**src/rtl/gaps_pkg.sv**
```systemverilog
// ----------------------------------------------------------------------------
// gaps_pkg
// Shared types and constants of the grid path search engine.
// ----------------------------------------------------------------------------
package gaps_pkg;

	localparam int SIDE  = 16;
	localparam int CELLS = SIDE * SIDE;
	localparam int IDX_W = $clog2(CELLS);
	localparam int LEN_W = IDX_W + 1;

	// operation codes of a request item
	localparam logic [1:0] OP_WRITE  = 2'd0;
	localparam logic [1:0] OP_SEARCH = 2'd1;
	localparam logic [1:0] OP_READ   = 2'd2;

	// result status codes
	localparam logic [1:0] STATUS_OK      = 2'd0;
	localparam logic [1:0] STATUS_NO_PATH = 2'd1;
	localparam logic [1:0] STATUS_RANGE   = 2'd2;

	// configuration register indexes
	localparam logic REG_ROWS = 1'b0;
	localparam logic REG_COLS = 1'b1;

	localparam logic [4:0] REG_RESET = 5'd10;

	// move directions, in relaxation order
	localparam logic [1:0] DIR_UP    = 2'd0;
	localparam logic [1:0] DIR_DOWN  = 2'd1;
	localparam logic [1:0] DIR_LEFT  = 2'd2;
	localparam logic [1:0] DIR_RIGHT = 2'd3;

	typedef struct packed {
		logic [1:0] operation;
		logic [3:0] row_addr;
		logic [3:0] col_addr;
		logic       cell_blocked;
		logic [3:0] goal_row;
		logic [3:0] goal_col;
		logic [7:0] path_index;
	} req_item_t;

	typedef struct packed {
		logic [1:0] status;
		logic [8:0] path_length;
		logic [3:0] step_row;
		logic [3:0] step_col;
	} res_item_t;

	typedef enum logic [2:0] {
		K_WRITE,
		K_SEARCH,
		K_SEARCH_OFF,
		K_READ,
		K_BAD
	} kind_t;

	typedef struct packed {
		kind_t      kind;
		logic [7:0] loc;
		logic       blocked;
		logic [7:0] goal;
		logic [7:0] index;
	} cmd_t;

	typedef enum logic [3:0] {
		S_IDLE,
		S_READ,
		S_SCAN,
		S_SCAN_LAST,
		S_PICK,
		S_NBR,
		S_RELAX,
		S_WALK,
		S_WALK_STEP
	} state_t;

endpackage

```
**src/rtl/gaps_front.sv**
```systemverilog
// ----------------------------------------------------------------------------
// gaps_front
// Classifies request items into engine commands and range checks cells.
// ----------------------------------------------------------------------------
module gaps_front (
	input  gaps_pkg::req_item_t req,
	input  logic [4:0]          rows_use,
	input  logic [4:0]          cols_use,
	output gaps_pkg::cmd_t      cmd
);

	logic start_in;
	logic goal_in;

	assign start_in = ({1'b0, req.row_addr} < rows_use) && ({1'b0, req.col_addr} < cols_use);
	assign goal_in  = ({1'b0, req.goal_row} < rows_use) && ({1'b0, req.goal_col} < cols_use);

	always_comb begin
		cmd.loc     = {req.row_addr, req.col_addr};
		cmd.blocked = req.cell_blocked;
		cmd.goal    = {req.goal_row, req.goal_col};
		cmd.index   = req.path_index;
		case (req.operation)
			gaps_pkg::OP_WRITE:  cmd.kind = start_in ? gaps_pkg::K_WRITE : gaps_pkg::K_BAD;
			gaps_pkg::OP_SEARCH: begin
				cmd.kind = (start_in && goal_in) ? gaps_pkg::K_SEARCH : gaps_pkg::K_SEARCH_OFF;
			end
			gaps_pkg::OP_READ:   cmd.kind = gaps_pkg::K_READ;
			default:             cmd.kind = gaps_pkg::K_BAD;
		endcase
	end

endmodule

```
**config.mk**
```make
export PLATFORM = sky130hd
export DESIGN_NAME = gaps_front
export DESIGN_NICKNAME = d
export VERILOG_FILES = /design/src/rtl/gaps_pkg.sv /design/src/rtl/gaps_front.sv
export SDC_FILE = /design/constraint.sdc
export NUM_CORES = 1
export LEC_CHECK = 0
export BUFFER_PORTS_ARGS = -buffer_cell sky130_fd_sc_hd__buf_4
export CAP_MARGIN = 25
export CORE_MARGIN = 1.5
export CORE_UTILIZATION = 40
export DETAILED_ROUTE_END_ITERATION = 12
export GPL_TIMING_DRIVEN = 0
export PLACE_DENSITY = 0.88
export SYNTH_ARGS = -nofsm -noshare
export SYNTH_HDL_FRONTEND = slang
export SYNTH_SLANG_ARGS = --single-unit
```
**constraint.sdc**
```tcl
create_clock -name vclk -period 3.25
set_input_delay 0.325 -clock vclk [all_inputs]
set_output_delay 0.325 -clock vclk [all_outputs]
set_load 0.01 [all_outputs]
```
## Word level (Yosys, flattened, before mapping)

Index checks and enable logic that the tools add are counted.

| storage, ports and cells | value |
|---|---|
| logic and storage cells | 13 |
| register bits | 0 |
| bits of input ports | 37 |
| output and inout port bits | 28 |

| operators by class | value |
|---|---|
| multiplexer cells | 3 |
| reduce and logical (&&, ||, !) cells | 4 |
| $lt $le $gt $ge | 4 |
| equal/unequal tests | 2 |

Operators by type and width:

| kind | count |
|---|---|
| less-than comparator 4 x 5 -> 1 bit | 4 |
| case mux 3 bit (3 select lines) | 1 |
| logical AND 1 bit | 3 |
| 2-to-1 mux 3 bit | 1 |
| equality test 2 x 1 -> 1 bit, second input constant | 1 |
| equality test 2 bit, second input constant | 1 |
| logical NOT 2 bit | 1 |
| 2-to-1 mux 2 bit | 1 |

## Depth between registers and ports, before layout

| depth | value |
|---|---|
| depth after elaboration | 5 |
| depth in mapped cells | 6 |

## Least setup slack after synthesis

OpenSTA, ideal clock, no wires.

| path | value |
|---|---|
| path kind | in2out |
| start | input port cols_use[3] |
| end | output port cmd[26] (netlist bit) |
| cell stages on the path | 6 |
| path buffers | 0 |
| path slack | 1.445 ns |
| data arrival time | 1.480 ns |
| cell sequence | inv_1 > ha_1 > or2b_2 > o22ai_1 > nor4b_2 > a41oi_1 |

RTL lines:

| item | line | text |
|---|---|---|
| start: declaration | gaps_front.sv:8 | `input logic [4:0] cols_use,` |
| end: declaration | gaps_front.sv:9 | `output gaps_pkg::cmd_t cmd` |

==> run metrics <==
core area 1350 µm²; CTS resizes 0; outcome finished, final reports clean; Seq/Total Area, Yosys 0; Rel. slew slack 0.7259; Congestion Overflow GR 0; setup TNS 0 ns; pwr dens around 140 nW/µm²; grt met1 use 0.1538; Reg area 0 µm²; gr busiest metal met2; worst slew pin tran 0.4111 ns; die height about 42 µm; post-route ant nets 0; critical-path cell list buf_4 > inv_1 > ha_1 > or2b_2 > o22ai_1 > nor4b_2 > a41oi_1 > buf_4; die footprint approximately 1800 µm²; crit path DAT between 1.5 and 2 ns; type of origin of the critical path input pin; Post-Synth Simple-Gate Area 0.1921; Final Non-Filler Cells around 150; Peak Freq ~470 MHz; PortBufs 56; Synth Area in Adders 0.2893; n_diodes 0; final instance area roughly 1000 µm²; RSZ-0062 raised after global routing no; initial core utilization 0.4486; vias per cell between 4 and 5; Synth Net Count roughly 130; hold_buf cts 0; Mapped Area around 610 µm²; post-synthesis xor/xnor area fraction 0; crit share post-route 0.6485; WS Path Type input pin to output port; part of the power in registers 0; Synth Area in Compound Gates 0.1240; drc violations 0; io pins 65; Hold Vio Cnt, Final 0; all-layer global routing usage 0.1884; Inst Count DP 151; Tmin final between 2 and 2.5 ns; placed wire-length estimate around 1700 µm; worst-path fanout max 3; Psw between 0.00005 and 0.00006 W; Cell variety after synth 23; Ys Warns 0; Area growth, synth to finish 72.52%; vias in the first global route approximately 670; Hold WC Path Type input pin to output port; 1st-iter DRT viols 5; pre-CTS setup slack around 1.1 ns; Setup WS post-layout around 1.1 ns; Placed Instance Area roughly 1000 µm²; Net count, final approximately 190; Gate power share 1.000; Pleak 0.6245 nW; fraction of layout cells with a size suffix above 1 0.6250; # setup viols final 0; Worst path max stage delay a little under 0.4 ns; critical path's most frequent cell buf_4; largest net degree at the start of global routing 5; # rows 13; CP required 2.92 ns; Cells after Synth 80; cell internal pwr about 0.000086 W; grt met3 use 0.03478; Net Sw Frac 0.3983; setup bufs post-CTS 0; multiplexer share of the synthesized area 0.01653; Fillers between 100 and 150; first-pass GRT wire length 2663 µm; drt first pass iters 4; clkbuf count 0; Slowest-stage cell, CP nor4b_2; Clock Power Share 0; drt wl/cell roughly 12 µm; gpl congestion 0.7230; largest family of logic cells by synthesized area buffers and inverters; Routed Wire Length ~1800 µm; antenna violations before repair 0; DIE WIDTH between 40 and 50 µm; Peak VDD IR ~0.073 mV; num sequential 0; met2 Use GR 0.4281; max-slew violations 0; CP endpoint kind output port; max-cap violation count 0; syn_area_per_cell around 7.6 µm²; vias ~740
## cell families (layout without fill, tap and decap cells)
group                    after synthesis  in the layout
buffers and inverters                 36             92
AND/OR/NAND/NOR                       18             18
adder cells (fa/ha/maj)               14             14
AO/OA/AOI/OAI                         11             11
multiplexers                           1              1
## metrics by stage
step / power, W / utilization / hold slack, ns
finish: 0.0001424 / 0.7739 / 0.8268
global route: 0.0001549 / 0.7739 / 0.8317
CTS: 0.0001444 / 0.7739 / 0.8281
detailed placement: 0.0001441 / 0.7739 / 0.8281
global placement: 0.0001363 / 0.7739 / 0.8266
floorplan: 0.00007250 / - / 0.7418
## cell usage after synthesis
library cell	instances	share of area
a21oi_1	4	0.033
a221oi_1	1	0.014
a22oi_1	1	0.012
a41o_1	1	0.017
a41oi_1	1	0.014
and2b_1	1	0.012
buf_4	25	0.31
ha_1	14	0.29
inv_1	11	0.068
mux2i_1	1	0.017
nand2_1	4	0.025
nand2b_2	1	0.014
nand3_1	1	0.0083
nand4b_1	1	0.014
nor2_1	2	0.012
nor2b_1	4	0.041
nor3_1	1	0.0083
nor3_2	1	0.017
nor4b_2	1	0.025
o21ai_0	1	0.0083
o22ai_1	1	0.010
o32ai_1	1	0.014
or2b_2	1	0.014
## layout by cell type (no fill, tap or decap)
master,count
nor2_1,2
and2b_1,1
o32ai_1,1
nand4b_1,1
nor3_2,1
a21oi_1,4
a221oi_1,1
buf_4,81
ha_1,14
nor3_1,1
nor2b_1,4
o21ai_0,1
nand2_1,4
or2b_2,1
a22oi_1,1
inv_1,11
nand3_1,1
mux2i_1,1
nor4b_2,1
a41o_1,1
o22ai_1,1
nand2b_2,1
a41oi_1,1
## worst paths after layout
| check | cells past startpoint | to | slack, ns | startpoint |
|---|---|---|---|---|
| hold / removal | 2 | cmd[7] | 0.83 | req[7] |
| setup / recovery | 8 | cmd[26] | 1.14 | cols_use[3] |
## power groups by stage
stage,Combinational (W),Clock (W),Sequential (W)
after floorplan,0.0000725,0,0
after global placement,0.000136,0,0
after detailed placement,0.000144,0,0
after CTS,0.000144,0,0
after global routing,0.000155,0,0
final,0.000142,0,0
## layout make-up
cell class	count	area (µm²)	share of cell area
repair buffers	56	420.4	0.4024
plain buffers	25	187.7	0.1796
multi-input cells	44	376.6	0.3605
inverters	11	41.29	0.03952
well taps	15	18.77	0.01796
## critical path: cells and delay by family
family,cells,cell delay [ns]
compound gates,2,0.30
fa+ha+maj,1,0.23
buf+inv,3,0.36
simple gates,2,0.57
## per-layer routing
layer  vias to the layer above  wire, µm  part of all wire
li1                        362         -                 -
met2                        47      1030              0.57
met3                         6       176             0.098
met1                       322       550              0.31
met4                         0        46             0.026
met5                         -         0                 0
Note: power is estimated with default switching activity, not from simulation.
