**src/rtl/gaps_pkg.sv**
```systemverilog
// ----------------------------------------------------------------------------
// gaps_pkg
// Shared types and constants of the grid path search engine.
// ----------------------------------------------------------------------------
package gaps_pkg;

	localparam int SIDE  = 16;
	localparam int CELLS = SIDE * SIDE;
	localparam int IDX_W = $clog2(CELLS);
	localparam int LEN_W = IDX_W + 1;

	// operation codes of a request item
	localparam logic [1:0] OP_WRITE  = 2'd0;
	localparam logic [1:0] OP_SEARCH = 2'd1;
	localparam logic [1:0] OP_READ   = 2'd2;

	// result status codes
	localparam logic [1:0] STATUS_OK      = 2'd0;
	localparam logic [1:0] STATUS_NO_PATH = 2'd1;
	localparam logic [1:0] STATUS_RANGE   = 2'd2;

	// configuration register indexes
	localparam logic REG_ROWS = 1'b0;
	localparam logic REG_COLS = 1'b1;

	localparam logic [4:0] REG_RESET = 5'd10;

	// move directions, in relaxation order
	localparam logic [1:0] DIR_UP    = 2'd0;
	localparam logic [1:0] DIR_DOWN  = 2'd1;
	localparam logic [1:0] DIR_LEFT  = 2'd2;
	localparam logic [1:0] DIR_RIGHT = 2'd3;

	typedef struct packed {
		logic [1:0] operation;
		logic [3:0] row_addr;
		logic [3:0] col_addr;
		logic       cell_blocked;
		logic [3:0] goal_row;
		logic [3:0] goal_col;
		logic [7:0] path_index;
	} req_item_t;

	typedef struct packed {
		logic [1:0] status;
		logic [8:0] path_length;
		logic [3:0] step_row;
		logic [3:0] step_col;
	} res_item_t;

	typedef enum logic [2:0] {
		K_WRITE,
		K_SEARCH,
		K_SEARCH_OFF,
		K_READ,
		K_BAD
	} kind_t;

	typedef struct packed {
		kind_t      kind;
		logic [7:0] loc;
		logic       blocked;
		logic [7:0] goal;
		logic [7:0] index;
	} cmd_t;

	typedef enum logic [3:0] {
		S_IDLE,
		S_READ,
		S_SCAN,
		S_SCAN_LAST,
		S_PICK,
		S_NBR,
		S_RELAX,
		S_WALK,
		S_WALK_STEP
	} state_t;

endpackage

```
**src/rtl/gaps_cmdq.sv**
```systemverilog
// ----------------------------------------------------------------------------
// gaps_cmdq
// Two-entry command queue between classifier and engine.
// ----------------------------------------------------------------------------
module gaps_cmdq (
	input  logic           clk,
	input  logic           arst_n,
	input  logic           wr,
	input  gaps_pkg::cmd_t wr_cmd,
	output logic           full,
	input  logic           rd,
	output logic           avail,
	output gaps_pkg::cmd_t rd_cmd
);

	gaps_pkg::cmd_t ent_q [2];
	logic           wp_q;
	logic           rp_q;
	logic [1:0]     cnt_q;

	assign full   = (cnt_q == 2'd2);
	assign avail  = (cnt_q != 2'd0);
	assign rd_cmd = ent_q[rp_q];

	always_ff @(posedge clk) begin
		if (wr) begin
			ent_q[wp_q] <= wr_cmd;
		end
	end

	always_ff @(posedge clk or negedge arst_n) begin
		if (!arst_n) begin
			wp_q  <= 1'b0;
			rp_q  <= 1'b0;
			cnt_q <= 2'd0;
		end else begin
			if (wr) wp_q <= ~wp_q;
			if (rd) rp_q <= ~rp_q;
			case ({wr, rd})
				2'b10:   cnt_q <= cnt_q + 2'd1;
				2'b01:   cnt_q <= cnt_q - 2'd1;
				default: cnt_q <= cnt_q;
			endcase
		end
	end

endmodule

```
**config.mk**
```make
export PLATFORM = sky130hd
export DESIGN_NAME = gaps_cmdq
export DESIGN_NICKNAME = d
export VERILOG_FILES = /design/src/rtl/gaps_pkg.sv /design/src/rtl/gaps_cmdq.sv
export SDC_FILE = /design/constraint.sdc
export NUM_CORES = 1
export LEC_CHECK = 0
export ABC_AREA = 1
export ABC_CLOCK_PERIOD_IN_PS = 2700
export BUFFER_PORTS_ARGS = -buffer_cell sky130_fd_sc_hd__buf_2
export CAP_MARGIN = 30
export CORE_MARGIN = 10
export CORE_UTILIZATION = 50
export DETAILED_ROUTE_END_ITERATION = 6
export PLACE_DENSITY = 0.77
export SYNTH_ARGS = -nofsm -noshare
export SYNTH_HDL_FRONTEND = slang
export SYNTH_SLANG_ARGS = --single-unit
```
**constraint.sdc**
```tcl
create_clock -name clk -period 2.7 [get_ports clk]
set_input_delay 0.27 -clock clk [delete_from_list [all_inputs] [get_ports clk]]
set_output_delay 0.27 -clock clk [all_outputs]
set_load 0.02 [all_outputs]
```
Word level (Yosys, flattened, before mapping)
Memory sizes are Yosys's and may differ from the RTL's.
Cells that the tools add are included.
Word-level totals
  register bits after elaboration: 4
  bits in latches: 0
  memory bits (writable): 56
  bits in read-only memories: 0
  bits of input ports: 32
  output and inout bits: 30
  logic and storage cells: 16
  memories: 1
Memory list
  ent_q: words 2, bits a word 28, rd ports 1, clocked after Yosys merged registers in 0, write ports 1, line gaps_cmdq.sv:16  | gaps_pkg::cmd_t ent_q [2];
Operators by class
  add/subtract/negate cells: 2
  $mul: 0
  divide/modulo/power cells: 0
  $lt $le $gt $ge: 0
  eq/ne operators: 3
  shift-type cells: 0
  mux-type cells: 3
  bitwise logic cells: 2
  reductions and logical operators: 2
Operator list (number)
  $eq A2 B2 Y1 const B: 2
  $pmux W2 S2: 1
  $reduce_bool A2 Y1: 2
  $add A2 B1 Y2 const B: 1
  $eq A2 B1 Y1 const B: 1
  $mux W1: 2
  $not A1 Y1: 2
  $sub A2 B1 Y2 const B: 1

Longest topological paths before layout
  word-level depth: 2
  mapped depth: 7
  mapped depth without buffers: 7

Least setup slack after synthesis
OpenSTA, ideal clock, no wires.
  path kind: register to register
  from: reg wp_q
  to: mem ent_q[0][0] (netlist name), enable pin
  library setup time: 413 ps
  arrival: 1600 ps
  required time: 2287 ps
  setup slack: 687 ps
  stages on the path, launching flop included: 2
  path buffers: 0
  clock period less this slack: 2013 ps
  path through: dfrtp_1 > nor2_1
RTL lines
  start, declared: line gaps_cmdq.sv:17  | logic wp_q;
  start signal, assigned: line gaps_cmdq.sv:37  | if (wr) wp_q <= ~wp_q;
  end, declared: line gaps_cmdq.sv:16
Straight into the memory's write port.

==> flow_summary.ini <==
[run_status]
outcome = finished, final reports clean

[floorplanning]
die_h_um = 88.0
die_w_um = 88.0
coreArea_um2 = 4410
dieArea_um2 = 7740
ios = 62
num_rows = 24
start_util_pct = 52.4

[logic_synthesis]
synth_top_family_by_area = buffers and inverters
synth_compound_area_share_pct = 6.39
synth_area_leaders = edfxtp_1 73%, inv_1 5.5%, nand2_1 5.5%
syn-cell-area_um2 = 2310
synth-xor-area-share_pct = 1.14
yosysTopAreaCell = edfxtp_1
synth_seq_area_share_pct = 77.1
yosysUniqueCellTypes = 17
syn-num-nets = 203
syn_inst = 170
ys_warn_count = 0
synth-simple-area-share_pct = 6.33
netlist.area_leader.share_pct = 72.8
synthAdderAreaFrac_pct = 0.541
ys_ff_latch = 60
synth.area.mux_share_pct = 0
synth_area_per_cell_um2 = 13.6

[route]
drt-initial-drc-count = 133
dr.pass1.iters = 4
avgRoutedWirePerCell_um = 14.0
route.vias.total = 1378
final_antenna_net_count = 0
viasPerCell = 4.66
wl_um = 4130
route.detailed.drc = 0

[flow_run]
max_cap_violations = 0

[final_layout]
fillers = 354
final_area_um2 = 2790
final_cells = 296
nets = 272
drive_gt1_share_pct = 31.6
final_cell_mix = 61 x buf_2, 56 x edfxtp_1, 34 x inv_1, 34 x nand2_1, 24 x o21ai_0
multiInputGateArea_um2 = 335
synthToLayoutAreaGrowth_pct = 20.8
seq_area_um2 = 1780
layout.cells.most_common = buf_2
antennaDiodeCount = 0

[power_and_ir_drop]
p_leak_nw = 1.23
vdd_drop_max_mv = 0.635
pwr_density_cell_nw_per_um2 = 1050

[worst_setup_path]
crit_chain = o21ai_0 -> buf_2
crit_family = flip-flops
crit_required_ns = 2.43
worst-path-buf-inv = 1
worstSetupStartpointType = flip-flop
cp_max_fo = 57
end_kind = primary output
crit_path_max_incr_delay_ns = 0.93
slowest_stage = dfrtp_2
crit_arrival_ns = 1.75
worstSetupPathType = flip-flop to primary output

[sta]
skew_ns = 0.00392
period_share_pct = 75.0
period_minus_slack_ns = 2.02
rsz0062_at_grt = false
fmax_ghz = 0.494
drv_slew = 0
timing.slew.headroom_pct = 42.9
tns_ns = 0
final_hold_viol_count = 0
setup_viol = 0
tightest_slew_ns = 0.857

[hold_path]
hp-class = input port to flip-flop

[clock_tree]
htreeDepth = 3
clkSinkCount = 60
path_clk_slew_ns = 0.06
clkLatencyLatePin_ns = 0.32
cts_buffer_depth = 2
post_cts_buffers = 0
cts_made_buffers = 9
cts-root-buf = clkbuf_8
cts_tree = done

[global_route]
grt_usage_pct = 11.3
grt_max_degree = 58
overflow = 0
grt_pass1_vias = 1375
antenna_found_initial = 0
grt_pass1_wl_um = 6600

[placed_design]
dpl_cell_area_um2 = 2630
hpwl_um = 2820
placedCellCount = 279
io_buffers = 61
gp_congestion = 0.645
[routing by layer]
metal / wire length [um] / vias to the layer above / GRT usage, %
li1: - / 701 / -
met1: 1670 / 629 / 11.7
met2: 2060 / 41 / 18.6
met3: 335 / 7 / 5.11
met4: 68 / 0 / 6.52
met5: 0 / - / 0
[cells by family (layout without fill, tap and decap cells)]
kind of cell	Yosys count	after routing
and+or+nand+nor	38	38
adders and majority gates	1	1
buffers and inverters	40	114
DFF	60	60
xor gates and xnor gates	3	3
AOI/OAI and AO/OA	28	28
[synth_stat cells]
| cell | number |
|---|---|
| edfxtp_1 | 56 |
| inv_1 | 34 |
| nand2_1 | 34 |
| o21ai_0 | 24 |
| dfrtp_1 | 4 |
| buf_8 | 2 |
| clkbuf_1 | 2 |
| nor2_1 | 2 |
| o21ai_1 | 2 |
| o21ai_2 | 2 |
| xor2_1 | 2 |
| buf_12 | 1 |
| buf_6 | 1 |
| ha_1 | 1 |
| nand3_1 | 1 |
| nand4_1 | 1 |
| xnor2_1 | 1 |
[sequential cells by signal, summed over array words and instances, names as in the netlist]
name / count
cnt_q: 2
ent_q: 56
rp_q: 1
wp_q: 1
[final cells by class]
cell class,instances,share of cell area [%]
clock inverter,4,0.582
multi-input combinational,70,12.0
timing repair buffer,64,11.8
tap,52,2.33
inverter,34,4.57
clock buffer,12,4.84
sequential,60,63.8
[power by group]
group          switching [mW]  leakage [nW]  internal [mW]
sequential              0.164         0.572           1.24
clock                   0.300        0.0769          0.323
combinational           0.615         0.584          0.292
total                    1.08          1.23           1.86
[worst paths after layout]
kind	start	end	slack (ns)	cells past startpoint
setup / recovery	rp_q	rd_cmd[2]	0.68	2
hold / removal	wr_cmd[4]	ent_q[1][4]	0.14	1
setup reg to reg	wp_q	ent_q[0][16]	1.47	2
hold reg to reg	cnt_q[1]	cnt_q[1]	0.48	2
max in group asynchronous	arst_n	rp_q	2.27	2
min in group asynchronous	arst_n	wp_q	0.29	2
[repair_timing]
item,CTS,global route
hold endpoints to repair,4,0
endpoints found under the setup margin,0,0
gates resized for setup,0,0
hold buffers,1,0
[metrics by stage]
| step | power (mW) | util, % | setup WS, ns | hold slack (ns) |
|---|---|---|---|---|
| finish | 2.93 | 63.3 | 0.676 | 0.138 |
| global route | 3.14 | 63.3 | 0.526 | 0.117 |
| CTS | 2.98 | 63.3 | 0.675 | 0.121 |
| detailed placement | 2.35 | 59.6 | 1.02 | 0.0849 |
| global placement | 2.33 | 59.6 | 1.04 | 0.0819 |
| floorplan | 2.07 | - | 0.687 | -0.0256 |
Power figures use the tool's default switching activity.
